--- src/sv/ttb_pkg.sv ---
`timescale 1ns / 1ps
// ----------------------------------------------------------------------------
// ttb_pkg
// Shared widths, command/status types and controller states for the
// triangle tangent basis block.
// ----------------------------------------------------------------------------
package ttb_pkg;

    localparam int COORD_BITS  = 16;
    localparam int RESULT_BITS = 32;
    localparam int POS_FRAC    = 8;
    localparam int UV_FRAC     = 12;
    localparam int OUT_FRAC    = 16;
    localparam int QUOT_SHIFT  = OUT_FRAC + 2 * UV_FRAC - POS_FRAC - UV_FRAC;

    localparam int EDGE_W  = COORD_BITS + 1;
    localparam int PROD_W  = 2 * EDGE_W;
    localparam int SUM_W   = PROD_W + 1;
    localparam int DIVD_W  = SUM_W + QUOT_SHIFT;
    localparam int CNT_W   = $clog2(DIVD_W + 1);

    localparam int IN_DATA_W  = ((5 * COORD_BITS + 7) / 8) * 8;
    localparam int OUT_DATA_W = ((6 * RESULT_BITS + 7) / 8) * 8;

    // Multiplier schedule: seven product pairs, one product per cycle,
    // plus a final step to retire the last pair.
    localparam int MUL_STEPS = 14;
    localparam int N_COMP    = 6;

    localparam logic [1:0] CORNER_0 = 2'd0;
    localparam logic [1:0] CORNER_1 = 2'd1;
    localparam logic [1:0] CORNER_2 = 2'd2;

    typedef struct packed {
        logic             store;
        logic             store_idx;
        logic             tri_start;
        logic             mul_en;
        logic [3:0]       mul_step;
        logic             div_load;
        logic             div_step;
        logic             div_sat;
        logic [2:0]       comp;
        logic             out_load;
    } ttb_cmd_t;

    typedef struct packed {
        logic det_zero;
        logic out_free;
    } ttb_sts_t;

    typedef enum logic [5:0] {
        S_IDLE = 6'b000001,
        S_MUL  = 6'b000010,
        S_DIVL = 6'b000100,
        S_DIV  = 6'b001000,
        S_SAT  = 6'b010000,
        S_OUT  = 6'b100000
    } ttb_state_t;

endpackage

--- src/sv/ttb_ctrl.sv ---
`timescale 1ns / 1ps
// ----------------------------------------------------------------------------
// ttb_ctrl
// Sequencer: accepts corners, steps the shared multiplier, runs the divider once
// per output component unless the determinant is zero, and loads the output.
// ----------------------------------------------------------------------------
module ttb_ctrl
    import ttb_pkg::*;
(
    input  logic       clk,
    input  logic       rst_n,
    input  logic       s_axis_tvalid,
    output logic       s_axis_tready,
    input  logic [1:0] s_axis_tuser,
    input  ttb_sts_t   sts,
    output ttb_cmd_t   cmd
);

    ttb_state_t       state_reg, state_next;
    logic [CNT_W-1:0] cnt_reg, cnt_next;
    logic [2:0]       comp_reg, comp_next;
    logic             fire;

    assign s_axis_tready = (state_reg == S_IDLE);
    assign fire          = s_axis_tvalid && s_axis_tready;

    always_comb
    begin
        state_next = state_reg;
        cnt_next   = cnt_reg;
        comp_next  = comp_reg;
        cmd        = '0;
        cmd.comp     = comp_reg;
        cmd.mul_step = cnt_reg[3:0];
        unique case (state_reg)
            S_IDLE:
            begin
                if (fire)
                begin
                    if (s_axis_tuser == CORNER_0 || s_axis_tuser == CORNER_1)
                    begin
                        cmd.store     = 1'b1;
                        cmd.store_idx = (s_axis_tuser == CORNER_1);
                    end
                    else if (s_axis_tuser == CORNER_2)
                    begin
                        cmd.tri_start = 1'b1;
                        cnt_next      = '0;
                        state_next    = S_MUL;
                    end
                end
            end
            S_MUL:
            begin
                cmd.mul_en = 1'b1;
                if (cnt_reg == CNT_W'(MUL_STEPS))
                begin
                    cnt_next   = '0;
                    comp_next  = 3'd1;
                    state_next = sts.det_zero ? S_OUT : S_DIVL;
                end
                else
                begin
                    cnt_next = cnt_reg + 1'b1;
                end
            end
            S_DIVL:
            begin
                cmd.div_load = 1'b1;
                cnt_next     = '0;
                state_next   = S_DIV;
            end
            S_DIV:
            begin
                cmd.div_step = 1'b1;
                if (cnt_reg == CNT_W'(DIVD_W - 1))
                begin
                    state_next = S_SAT;
                end
                else
                begin
                    cnt_next = cnt_reg + 1'b1;
                end
            end
            S_SAT:
            begin
                cmd.div_sat = 1'b1;
                if (comp_reg == 3'(N_COMP))
                begin
                    state_next = S_OUT;
                end
                else
                begin
                    comp_next  = comp_reg + 1'b1;
                    state_next = S_DIVL;
                end
            end
            S_OUT:
            begin
                if (sts.out_free)
                begin
                    cmd.out_load = 1'b1;
                    state_next   = S_IDLE;
                end
            end
            default:
            begin
                state_next = S_IDLE;
            end
        endcase
    end

    always_ff @(posedge clk or negedge rst_n)
    begin
        if (!rst_n)
        begin
            state_reg <= S_IDLE;
            cnt_reg   <= '0;
            comp_reg  <= '0;
        end
        else
        begin
            state_reg <= state_next;
            cnt_reg   <= cnt_next;
            comp_reg  <= comp_next;
        end
    end

endmodule

--- src/sv/ttb_dp.sv ---
`timescale 1ns / 1ps
// ----------------------------------------------------------------------------
// ttb_dp
// Datapath: corner storage, edge registers, one shared signed multiplier,
// a restoring divider with saturation, and the output register.
// ----------------------------------------------------------------------------
module ttb_dp
    import ttb_pkg::*;
(
    input  logic                  clk,
    input  logic                  rst_n,
    input  logic [IN_DATA_W-1:0]  s_axis_tdata,
    input  ttb_cmd_t              cmd,
    output ttb_sts_t              sts,
    output logic                  m_axis_tvalid,
    input  logic                  m_axis_tready,
    output logic [OUT_DATA_W-1:0] m_axis_tdata,
    output logic                  m_axis_tuser
);

    localparam int DEN_W = SUM_W;
    localparam logic [DIVD_W-1:0] MAXPOS_Q =
        DIVD_W'((65'd1 << (RESULT_BITS - 1)) - 65'd1);

    logic signed [COORD_BITS-1:0] in_pos [3];
    logic signed [COORD_BITS-1:0] in_tex [2];

    logic signed [COORD_BITS-1:0] pos_reg [2][3];
    logic signed [COORD_BITS-1:0] tex_reg [2][2];

    logic signed [EDGE_W-1:0] e0_reg [3];
    logic signed [EDGE_W-1:0] e1_reg [3];
    logic signed [EDGE_W-1:0] du0_reg, dv0_reg, du1_reg, dv1_reg;

    logic signed [EDGE_W-1:0] op_a, op_b;
    logic signed [PROD_W-1:0] prod_reg, first_reg;
    logic signed [SUM_W-1:0]  res_reg [7];
    logic [3:0]               prev_step;

    logic [DIVD_W-1:0]      dq_reg;
    logic [DEN_W-1:0]       rem_reg, dmag_reg;
    logic                   neg_reg;
    logic signed [SUM_W-1:0] num_sel;
    logic [DEN_W-1:0]       nmag;
    logic [DEN_W:0]         shifted;
    logic [DEN_W+1:0]       trial;
    logic [DIVD_W-1:0]      q_sat;
    logic [RESULT_BITS-1:0] comp_val;
    logic [RESULT_BITS-1:0] outv_reg [N_COMP];

    logic                   out_valid_reg;
    logic [OUT_DATA_W-1:0]  out_data_reg;
    logic                   out_deg_reg;

    always_comb
    begin
        for (int j = 0; j < 3; j++)
        begin
            in_pos[j] = s_axis_tdata[j*COORD_BITS +: COORD_BITS];
        end
        for (int j = 0; j < 2; j++)
        begin
            in_tex[j] = s_axis_tdata[(3+j)*COORD_BITS +: COORD_BITS];
        end
    end

    // Corners 0 and 1 only; the user must write a corner before it is relied on (not enforced).
    always_ff @(posedge clk)
    begin
        if (cmd.store)
        begin
            for (int j = 0; j < 3; j++)
            begin
                pos_reg[cmd.store_idx][j] <= in_pos[j];
            end
        end
        if (cmd.store)
        begin
            for (int j = 0; j < 2; j++)
            begin
                tex_reg[cmd.store_idx][j] <= in_tex[j];
            end
        end
    end

    always_ff @(posedge clk)
    begin
        if (cmd.tri_start)
        begin
            for (int j = 0; j < 3; j++)
            begin
                e0_reg[j] <= EDGE_W'(pos_reg[1][j]) - EDGE_W'(pos_reg[0][j]);
                e1_reg[j] <= EDGE_W'(in_pos[j]) - EDGE_W'(pos_reg[0][j]);
            end
            du0_reg <= EDGE_W'(tex_reg[1][0]) - EDGE_W'(tex_reg[0][0]);
            dv0_reg <= EDGE_W'(tex_reg[1][1]) - EDGE_W'(tex_reg[0][1]);
            du1_reg <= EDGE_W'(in_tex[0]) - EDGE_W'(tex_reg[0][0]);
            dv1_reg <= EDGE_W'(in_tex[1]) - EDGE_W'(tex_reg[0][1]);
        end
    end

    // Pair 0 is the determinant, pairs 1-3 the tangent numerators and
    // pairs 4-6 the binormal numerators; each pair is first minus second.
    always_comb
    begin
        op_a = du0_reg;
        op_b = dv1_reg;
        case (cmd.mul_step)
            4'd0:  begin op_a = du0_reg;   op_b = dv1_reg; end
            4'd1:  begin op_a = dv0_reg;   op_b = du1_reg; end
            4'd2:  begin op_a = e0_reg[0]; op_b = dv1_reg; end
            4'd3:  begin op_a = e1_reg[0]; op_b = dv0_reg; end
            4'd4:  begin op_a = e0_reg[1]; op_b = dv1_reg; end
            4'd5:  begin op_a = e1_reg[1]; op_b = dv0_reg; end
            4'd6:  begin op_a = e0_reg[2]; op_b = dv1_reg; end
            4'd7:  begin op_a = e1_reg[2]; op_b = dv0_reg; end
            4'd8:  begin op_a = e1_reg[0]; op_b = du0_reg; end
            4'd9:  begin op_a = e0_reg[0]; op_b = du1_reg; end
            4'd10: begin op_a = e1_reg[1]; op_b = du0_reg; end
            4'd11: begin op_a = e0_reg[1]; op_b = du1_reg; end
            4'd12: begin op_a = e1_reg[2]; op_b = du0_reg; end
            4'd13: begin op_a = e0_reg[2]; op_b = du1_reg; end
            default: begin op_a = du0_reg; op_b = dv1_reg; end
        endcase
    end

    assign prev_step = cmd.mul_step - 4'd1;

    always_ff @(posedge clk)
    begin
        if (cmd.mul_en)
        begin
            prod_reg <= op_a * op_b;
            if (cmd.mul_step != 4'd0)
            begin
                if (!prev_step[0])
                begin
                    first_reg <= prod_reg;
                end
                else
                begin
                    res_reg[prev_step[3:1]] <= SUM_W'(first_reg) - SUM_W'(prod_reg);
                end
            end
        end
    end

    assign sts.det_zero = (res_reg[0] == '0);
    assign sts.out_free = !out_valid_reg || m_axis_tready;

    assign num_sel = res_reg[cmd.comp];
    assign nmag    = num_sel[SUM_W-1] ? DEN_W'(-num_sel) : DEN_W'(num_sel);
    assign shifted = {rem_reg, dq_reg[DIVD_W-1]};
    assign trial   = {1'b0, shifted} - {2'b00, dmag_reg};

    always_ff @(posedge clk)
    begin
        if (cmd.div_load)
        begin
            dq_reg   <= {nmag, {QUOT_SHIFT{1'b0}}};
            rem_reg  <= '0;
            dmag_reg <= res_reg[0][SUM_W-1] ? DEN_W'(-res_reg[0]) : DEN_W'(res_reg[0]);
            neg_reg  <= num_sel[SUM_W-1] ^ res_reg[0][SUM_W-1];
        end
        else if (cmd.div_step)
        begin
            if (!trial[DEN_W+1])
            begin
                rem_reg <= trial[DEN_W-1:0];
                dq_reg  <= {dq_reg[DIVD_W-2:0], 1'b1};
            end
            else
            begin
                rem_reg <= shifted[DEN_W-1:0];
                dq_reg  <= {dq_reg[DIVD_W-2:0], 1'b0};
            end
        end
    end

    always_comb
    begin
        if (neg_reg)
        begin
            q_sat = (dq_reg > MAXPOS_Q + 1'b1) ? MAXPOS_Q + 1'b1 : dq_reg;
            comp_val = RESULT_BITS'(-q_sat);
        end
        else
        begin
            q_sat = (dq_reg > MAXPOS_Q) ? MAXPOS_Q : dq_reg;
            comp_val = RESULT_BITS'(q_sat);
        end
    end

    always_ff @(posedge clk)
    begin
        if (cmd.div_sat)
        begin
            outv_reg[3'(cmd.comp - 3'd1)] <= comp_val;
        end
    end

    always_ff @(posedge clk or negedge rst_n)
    begin
        if (!rst_n)
        begin
            out_valid_reg <= 1'b0;
        end
        else if (cmd.out_load)
        begin
            out_valid_reg <= 1'b1;
        end
        else if (m_axis_tready)
        begin
            out_valid_reg <= 1'b0;
        end
    end

    always_ff @(posedge clk)
    begin
        if (cmd.out_load)
        begin
            out_deg_reg <= sts.det_zero;
            for (int k = 0; k < N_COMP; k++)
            begin
                out_data_reg[k*RESULT_BITS +: RESULT_BITS] <=
                    sts.det_zero ? '0 : outv_reg[k];
            end
        end
    end

    assign m_axis_tvalid = out_valid_reg;
    assign m_axis_tdata  = out_data_reg;
    assign m_axis_tuser  = out_deg_reg;

endmodule

--- src/sv/triangle_tangent_basis.sv ---
`timescale 1ns / 1ps
// Corners 0 and 1 are stored. Corner 2 starts the triangle: the shared
// multiplier forms its 14 products, then the one-bit-per-cycle divider runs
// once per component; input stays not ready until the result is loaded.
// A zero determinant skips the divider.
// Reset (rst_n, asynchronous, active low) clears the controller and output valid.
// ----------------------------------------------------------------------------
// triangle_tangent_basis
// Tangent and binormal of a textured triangle, given one corner per
// transaction, in signed Q15.16 with saturation.
// ----------------------------------------------------------------------------
module triangle_tangent_basis
    import ttb_pkg::*;
(
    input  logic                  clk,
    input  logic                  rst_n,
    input  logic                  s_axis_tvalid,
    output logic                  s_axis_tready,
    // pos_x, pos_y, pos_z, tex_u, tex_v
    input  logic [IN_DATA_W-1:0]  s_axis_tdata,
    // corner
    input  logic [1:0]            s_axis_tuser,
    output logic                  m_axis_tvalid,
    input  logic                  m_axis_tready,
    // tangent_x, tangent_y, tangent_z, binormal_x, binormal_y, binormal_z
    output logic [OUT_DATA_W-1:0] m_axis_tdata,
    // degenerate
    output logic                  m_axis_tuser
);

    ttb_cmd_t cmd;
    ttb_sts_t sts;

    ttb_ctrl u_ctrl (
        .clk          (clk),
        .rst_n        (rst_n),
        .s_axis_tvalid(s_axis_tvalid),
        .s_axis_tready(s_axis_tready),
        .s_axis_tuser (s_axis_tuser),
        .sts          (sts),
        .cmd          (cmd)
    );

    ttb_dp u_dp (
        .clk          (clk),
        .rst_n        (rst_n),
        .s_axis_tdata (s_axis_tdata),
        .cmd          (cmd),
        .sts          (sts),
        .m_axis_tvalid(m_axis_tvalid),
        .m_axis_tready(m_axis_tready),
        .m_axis_tdata (m_axis_tdata),
        .m_axis_tuser (m_axis_tuser)
    );

    a_load_when_free: assert property (@(posedge clk) disable iff (!rst_n)
        cmd.out_load |-> sts.out_free)
        else $error("result loaded over a pending transaction");

    a_no_div_degenerate: assert property (@(posedge clk) disable iff (!rst_n)
        cmd.div_step |-> !sts.det_zero)
        else $error("divider running on a zero determinant");

    a_busy_not_ready: assert property (@(posedge clk) disable iff (!rst_n)
        (cmd.mul_en || cmd.div_step) |-> !s_axis_tready)
        else $error("input ready while a triangle is in progress");

    a_load_sets_valid: assert property (@(posedge clk) disable iff (!rst_n)
        cmd.out_load |=> m_axis_tvalid)
        else $error("loaded result not presented");

endmodule
--- config.mk ---
export PLATFORM = sky130hd
export DESIGN_NAME = triangle_tangent_basis
export DESIGN_NICKNAME = d
export VERILOG_FILES = /design/src/sv/ttb_pkg.sv /design/src/sv/ttb_ctrl.sv /design/src/sv/ttb_dp.sv /design/src/sv/triangle_tangent_basis.sv
export SDC_FILE = /design/constraint.sdc
export NUM_CORES = 2
export LEC_CHECK = 0
export ABC_CLOCK_PERIOD_IN_PS = 19300
export BUFFER_PORTS_ARGS = -buffer_cell sky130_fd_sc_hd__buf_4
export CAP_MARGIN = 30
export CORE_MARGIN = 8
export CORE_UTILIZATION = 40
export DETAILED_ROUTE_END_ITERATION = 12
export PLACE_DENSITY_LB_ADDON = 0.15
export SETUP_SLACK_MARGIN = 0.15
export SYNTH_ARGS = -nofsm -noshare
export SYNTH_HDL_FRONTEND = slang
export SYNTH_SLANG_ARGS = --single-unit
export TNS_END_PERCENT = 5
--- constraint.sdc ---
create_clock -name clk -period 19.3 [get_ports clk]
set_input_delay 0.965 -clock clk [delete_from_list [all_inputs] [get_ports clk]]
set_output_delay 0.965 -clock clk [all_outputs]
set_load 0.02 [all_outputs]
==> Word-level counts from Yosys, hierarchy flattened <==
Memory sizes are Yosys's and may differ from the RTL's. A register that Yosys moved wholly into a read port is not among the register bits.
Cells that the tools add are included.
{ "word_totals": {"register_bits": 279, "mem_bits_rw": 699, "memories": 6, "output_inout_bits": 195, "in_bits": 86} }
{ "memory_table": {"columns": ["name", "words", "word_bits", "rd", "rd_clocked_by_memory_dff", "wr", "line_no", "text"], "rows": [
  ["u_dp.res_reg", 7, 35, 2, 0, 1, "ttb_dp.sv:37", "logic signed [SUM_W-1:0] res_reg [7];"],
  ["u_dp.outv_reg", 6, 32, 6, 6, 1, "ttb_dp.sv:49", "logic [RESULT_BITS-1:0] outv_reg [N_COMP];"],
  ["u_dp.pos_reg", 2, 48, 2, 0, 1, "ttb_dp.sv:28", "logic signed [COORD_BITS-1:0] pos_reg [2][3];"],
  ["u_dp.tex_reg", 2, 32, 2, 0, 1, "ttb_dp.sv:29", "logic signed [COORD_BITS-1:0] tex_reg [2][2];"],
  ["u_dp.e0_reg", 3, 17, 3, 0, 3, "ttb_dp.sv:31", "logic signed [EDGE_W-1:0] e0_reg [3];"],
  ["u_dp.e1_reg", 3, 17, 3, 0, 3, "ttb_dp.sv:32", "logic signed [EDGE_W-1:0] e1_reg [3];"]
]} }
{ "op_classes": {"muxes": 52, "addsub": 19, "reduce_logical": 24, "mul": 1, "eq_ne": 32, "bitwise": 2, "magnitude_cmp": 2} }
{ "ops": {"columns": ["op", "n"], "rows": [
  ["subtractor 16 x 16 -> 17 bit", 10],
  ["case mux 17 bit (7 select lines)", 1],
  ["2-to-1 mux 55 bit", 2],
  ["2-to-1 mux 32 bit", 3],
  ["2-to-1 mux 6 bit", 13],
  ["2-to-1 mux 35 bit", 2],
  ["negation 35 bit", 2],
  ["greater-than comparator 55 x 31 -> 1 bit, second input constant", 1],
  ["greater-than comparator 55 x 32 -> 1 bit, second input constant", 1],
  ["case mux 17 bit (3 select lines)", 1],
  ["subtractor 36 x 35 -> 37 bit", 1],
  ["case mux 6 bit (6 select lines)", 1],
  ["logical NOT 35 bit", 1],
  ["subtractor 34 x 34 -> 35 bit", 1],
  ["multiplier 17 x 17 -> 34 bit", 1],
  ["2-to-1 mux 34 bit", 1],
  ["negation 32 bit", 1],
  ["equality test 4 bit, second input constant", 6],
  ["case mux 6 bit (4 select lines)", 1],
  ["2-to-1 mux 1 bit", 21],
  ["equality test 4 x 3 -> 1 bit, second input constant", 4],
  ["equality test 6 x 4 -> 1 bit, second input constant", 2],
  ["equality test 6 bit, second input constant", 2],
  ["2-to-1 mux 3 bit", 4],
  ["31 further kinds", 49]
]} }

==> Depth between registers and ports, before layout <==
{ "depth": {"depth_word": 7, "ltp_mapped": 34, "depth_no_buf": 32} }

==> Cells and area by module <==
From an unflattened synthesis, not the netlist that was laid out.
{ "unflattened": {"hier_cells": 5458, "hier_area_um2": 65899.5} }
{ "modules_own_cells": {"columns": ["mod", "seq_area_each_um2", "cells_per_inst", "n_inst", "area_each_um2"], "rows": [
  ["ttb_dp", 34127.7, 5341, 1, 64838.4],
  ["ttb_ctrl", 376.6, 117, 1, 1061.0]
]} }

==> Least setup slack after synthesis <==
OpenSTA, ideal clock, no wires.
{ "synth_timing": {"path_type": "input -> register", "startpoint": "input port m_axis_tready", "endpoint": "register u_dp.out_data_reg[0], in the netlist m_axis_tdata[0], read port of u_dp.outv_reg, enable pin", "setup_ns": 0.769, "path_stages": 2, "n_path_buf": 0, "arrival_time_ns": 9.572, "path_slack_ns": 8.959, "cell_sequence": "nand2b_1 -> nor2b_1"} }
{ "synth_rtl": {"columns": ["item", "line_no", "text"], "rows": [
  ["from (decl)", "triangle_tangent_basis.sv:24", "input logic m_axis_tready,"],
  ["to (decl)", "ttb_dp.sv:52", "logic [OUT_DATA_W-1:0] out_data_reg;"]
]} }

==> Worst setup path in the final report <==
{ "layout_timing": {"startpoint": "register u_ctrl.cnt_reg[0]", "endpoint": "register u_dp.prod_reg[33], data pin"} }
{ "layout_via": {"elab_chain_cells": 4, "word_cells_on_any_way": 25, "classes_between": "mul (1); eq/ne (13); mux (2); reduce/logical (9)"} }
{ "layout_rtl": {"columns": ["item", "line_no", "text"], "rows": [
  ["from (decl)", "ttb_ctrl.sv:20", "logic [CNT_W-1:0] cnt_reg, cnt_next;"],
  ["from (signal assigned)", "ttb_ctrl.sv:124", "cnt_reg <= cnt_next;"],
  ["equality test 4 x 3 -> 1 bit (tied with other cells)", "ttb_dp.sv:108", "case (cmd.mul_step)"],
  ["OR reduction 2 bit (no line) (tied with other cells)", null, null],
  ["case mux 17 bit (7 select lines) or case mux 17 bit (3 select lines) (tied branches)", "ttb_dp.sv:108", null],
  ["multiplier 17 x 17 -> 34 bit (*)", "ttb_dp.sv:133", "prod_reg <= op_a * op_b;"],
  ["to (signal assigned)", "ttb_dp.sv:133", null],
  ["to (decl)", "ttb_dp.sv:36", "logic signed [PROD_W-1:0] prod_reg, first_reg;"]
]} }
Mark *: on every way between the ends. The rest lies on a longest branch, timed or not.
A chain may end at the register's enable or synchronous reset.

==> results by group <==
Timing
  • Hold WS: 0.0616 ns
  • Final min period: 9.45 ns
  • Hold Fails Final Rpt: 0
  • Final setup fails: 0
  • Max-slew headroom: 28.2%
  • Final Cycle Share: 49.0%
  • Clock skew: 0.0831 ns
  • RSZ-0062 raised after global routing: false
  • Final TNS setup: 0 ns
  • Slew Viols, Final: 0
  • Fmax: 106 MHz
  • Worst-margin pin slew: 1.07 ns

Layout
  • Commonest cells after routing, fill and taps aside: 1099 x edfxtp_1, 623 x inv_1, 417 x nor2_1
  • Share of cells above drive strength 1: 11.8%
  • Ant diodes: 0
  • Final Non-Filler Cells: 7941
  • Layout area overhead: 14.0%
  • NumNets Final: 6379
  • Largest register FFs: 245
  • Most common cell after layout, fill and taps aside: edfxtp_1

Detailed routing
  • Antenna viol nets, final: 0
  • Final wirelength: 167 mm
  • Post-route DRC: 0
  • Post-DR wirelength/cell: 21.1 microns
  • Total number of vias: 40800
  • Vias per cell: 5.14
  • Iteration-0 DRC Markers: 3006
  • First-pass DRT Iterations: 6

Setup path
  • Critical path type: reg -> reg
  • Critical Path Slowest Stage Cell: a2111oi_0
  • Slowest stage delay, CP: 0.69 ns
  • Worst EP required: 19.83 ns
  • Critical path arrival: 9.97 ns
  • Reg2reg end: u_dp.prod_reg[33]
  • Launch point of the worst reg-to-reg path: u_ctrl.cnt_reg[0]
  • Worst Setup End Kind: register
  • R2R Setup Slk: 9.85 ns
  • R2R depth: 30
  • Worst Setup Start Kind: register
  • CP max FO: 19

GRT
  • Grt ovf: 0
  • Global routing's busiest layer: met2
  • First-pass GRT wire length: 254 mm
  • Vias in the first global route: 41400
  • GR Util met2: 33.2%
  • Met3 usage: 2.79%
  • Largest net degree at the start of global routing: 196
  • Grt met1 use: 23.6%
  • Initial antenna violation count: 0
  • Total GRT Usage: 18.7%

Die
  • Row count: 148
  • Chip height: 419 microns
  • Initial Utilization: 40.1%
  • Die ar.: 176000 sq um
  • Die Wd: 419 microns
  • IO Pins: 281
  • Core ar.: 162000 sq um

Clocking
  • # clock sinks: 1170
  • Resized cells post-CTS: 0
  • Clk Latency, worst-skew pair: 0.79 ns
  • CTS max path bufs: 3
  • Post-CTS setup buffer count: 0
  • Hold_buf cts: 0
  • Clock-pin slew on the worst setup and hold paths: 0.06 ns
  • Total CTS buffers: 133
  • CTS tree: done
  • CTS Root Cell: clkbuf_16
  • CTS H-tree depth: 4

Placement
  • Post-DP HPWL: 122 mm
  • PortBufs: 280
  • Post-Place Cells: 7699
  • Placer congestion estimate: 0.947

Synthesis
  • Synthesis-stage register bit count: 1170
  • Synth Cell Area: 65000 sq um
  • Yosys cell types: 91
  • Main combinational cell family by area after synthesis: adder cells
  • Post-Synth Simple-Gate Area: 10.6%
  • Post-synthesis adder-cell area fraction: 15.7%
  • Xor/xnor share of the synthesized area: 3.60%
  • Synth warn: 0
  • Ys flop type: edfxtp_1
  • Avg Inst Size Synth: 12.2 sq um
  • Post-Syn Instances: 5346
  • Post-synthesis sequential area ratio: 53.1%
  • Synth Area in Compound Gates: 9.69%
  • Mux cell area share after synthesis: 2.56%
  • Fraction of registers with async set/reset: 1.37%
  • Syn nets: 6065
  • EDFF count, synth: 1099

Power and ir drop
  • Seq pwr share: 51.5%
  • Switching fraction of total power: 20.7%
  • Internal power: 4.22 mW
  • P_leak: 29.2 nW
  • Max IR drop VDD: 0.0931 mV
  • Clock power share: 46.9%
  • Pwr Density: 71.8 nW/um^2
  • Logic pwr share: 1.6%
  • Total net switching power: 1.10 mW

Status
  • Status: finished clean

Hold path
  • Hold Crit Class: in -> async

Flow run
  • Max-cap violation count: 0
-- through the flow --
| step | power, mW | util (%) | setup WS, ns | instance area, sq um |
|---|---|---|---|---|
| 2_1_floorplan | 2.84 | - | 8.96 | 65000 |
| 3_3_place_gp | 2.88 | 43.0 | 9.74 | 69700 |
| 3_5_place_dp | 2.88 | 43.1 | 9.75 | 69800 |
| 4_1_cts | 5.39 | 45.8 | 9.72 | 74100 |
| 5_1_grt | 5.50 | 45.8 | 9.36 | 74100 |
| 6_report | 5.33 | 45.8 | 9.85 | 74100 |
-- logic make-up after synthesis --
group | Yosys count
AO/OA/AOI/OAI | 949
AND/OR/NAND/NOR | 1420
flip-flops | 1170
XOR/XNOR | 267
buffers and inverters | 787
adder cells (fa/ha/maj) | 633
multiplexers | 120
-- synth_stat cells (63+ instances only) --
library cell / count / area share [%]
a21o_1: 75 / 0.87
xor2_1: 68 / 0.92
ha_1: 325 / 6.3
clkbuf_1: 113 / 0.65
nor2b_1: 256 / 2.5
o21ai_0: 232 / 1.8
a21oi_1: 219 / 1.7
nand2_1: 346 / 2.0
edfxtp_1: 1099 / 51
mux2i_1: 63 / 0.97
inv_1: 623 / 3.6
nor3_1: 78 / 0.60
fa_1: 308 / 9.5
nor2_1: 426 / 2.5
xnor2_1: 199 / 2.7
-- worst max path at each step --
stage | start | end | slack (ns) | cells past startpoint
final | u_ctrl.cnt_reg[0] | u_dp.prod_reg[33] | 9.85 | 30
after global routing | u_ctrl.cnt_reg[0] | u_dp.prod_reg[33] | 9.36 | 30
after global placement | u_ctrl.cnt_reg[0] | u_dp.prod_reg[33] | 9.74 | 30
after detailed placement | u_ctrl.cnt_reg[0] | u_dp.prod_reg[33] | 9.75 | 31
after CTS | u_ctrl.cnt_reg[0] | u_dp.prod_reg[33] | 9.72 | 31
after floorplan | m_axis_tready | m_axis_tdata[0] | 8.96 | 2
-- layout make-up --
| class | instances | area, sq um |
|---|---|---|
| Clock inverter | 71 | 812 |
| Inverter | 626 | 2350 |
| Multi-Input combinational cell | 3389 | 27600 |
| Sequential cell | 1170 | 34500 |
| Tap cell | 2175 | 2720 |
| Fill cell | 14800 | 87900 |
| Clock buffer | 170 | 3540 |
| Timing Repair Buffer | 340 | 2610 |
-- worst max-delay path: cells and delay by family (launching register included) --
family / cells / cell delay (ns)
buffers and inverters: 7 / 0.74
adders and majority gates: 8 / 3.78
DFF: 1 / 0.45
AOI/OAI and AO/OA: 9 / 3.04
and+or+nand+nor: 5 / 1.06
xor gates and xnor gates: 1 / 0.08
-- power groups by stage --
stage | clock network [mW] | logic [mW] | registers, mW
after CTS | 2.56 | 0.0849 | 2.74
after global routing | 2.66 | 0.0937 | 2.74
after floorplan | 0 | 0.0465 | 2.80
after global placement | 0 | 0.0833 | 2.80
final | 2.50 | 0.0834 | 2.74
after detailed placement | 0 | 0.0841 | 2.80
-- metal layers --
metal	part of all wire, %	wire, microns
met2	50	84100
met3	3.6	6060
met1	43	72400
met5	0	0
met4	2.8	4650
Note: power is estimated with default switching activity, not from simulation.
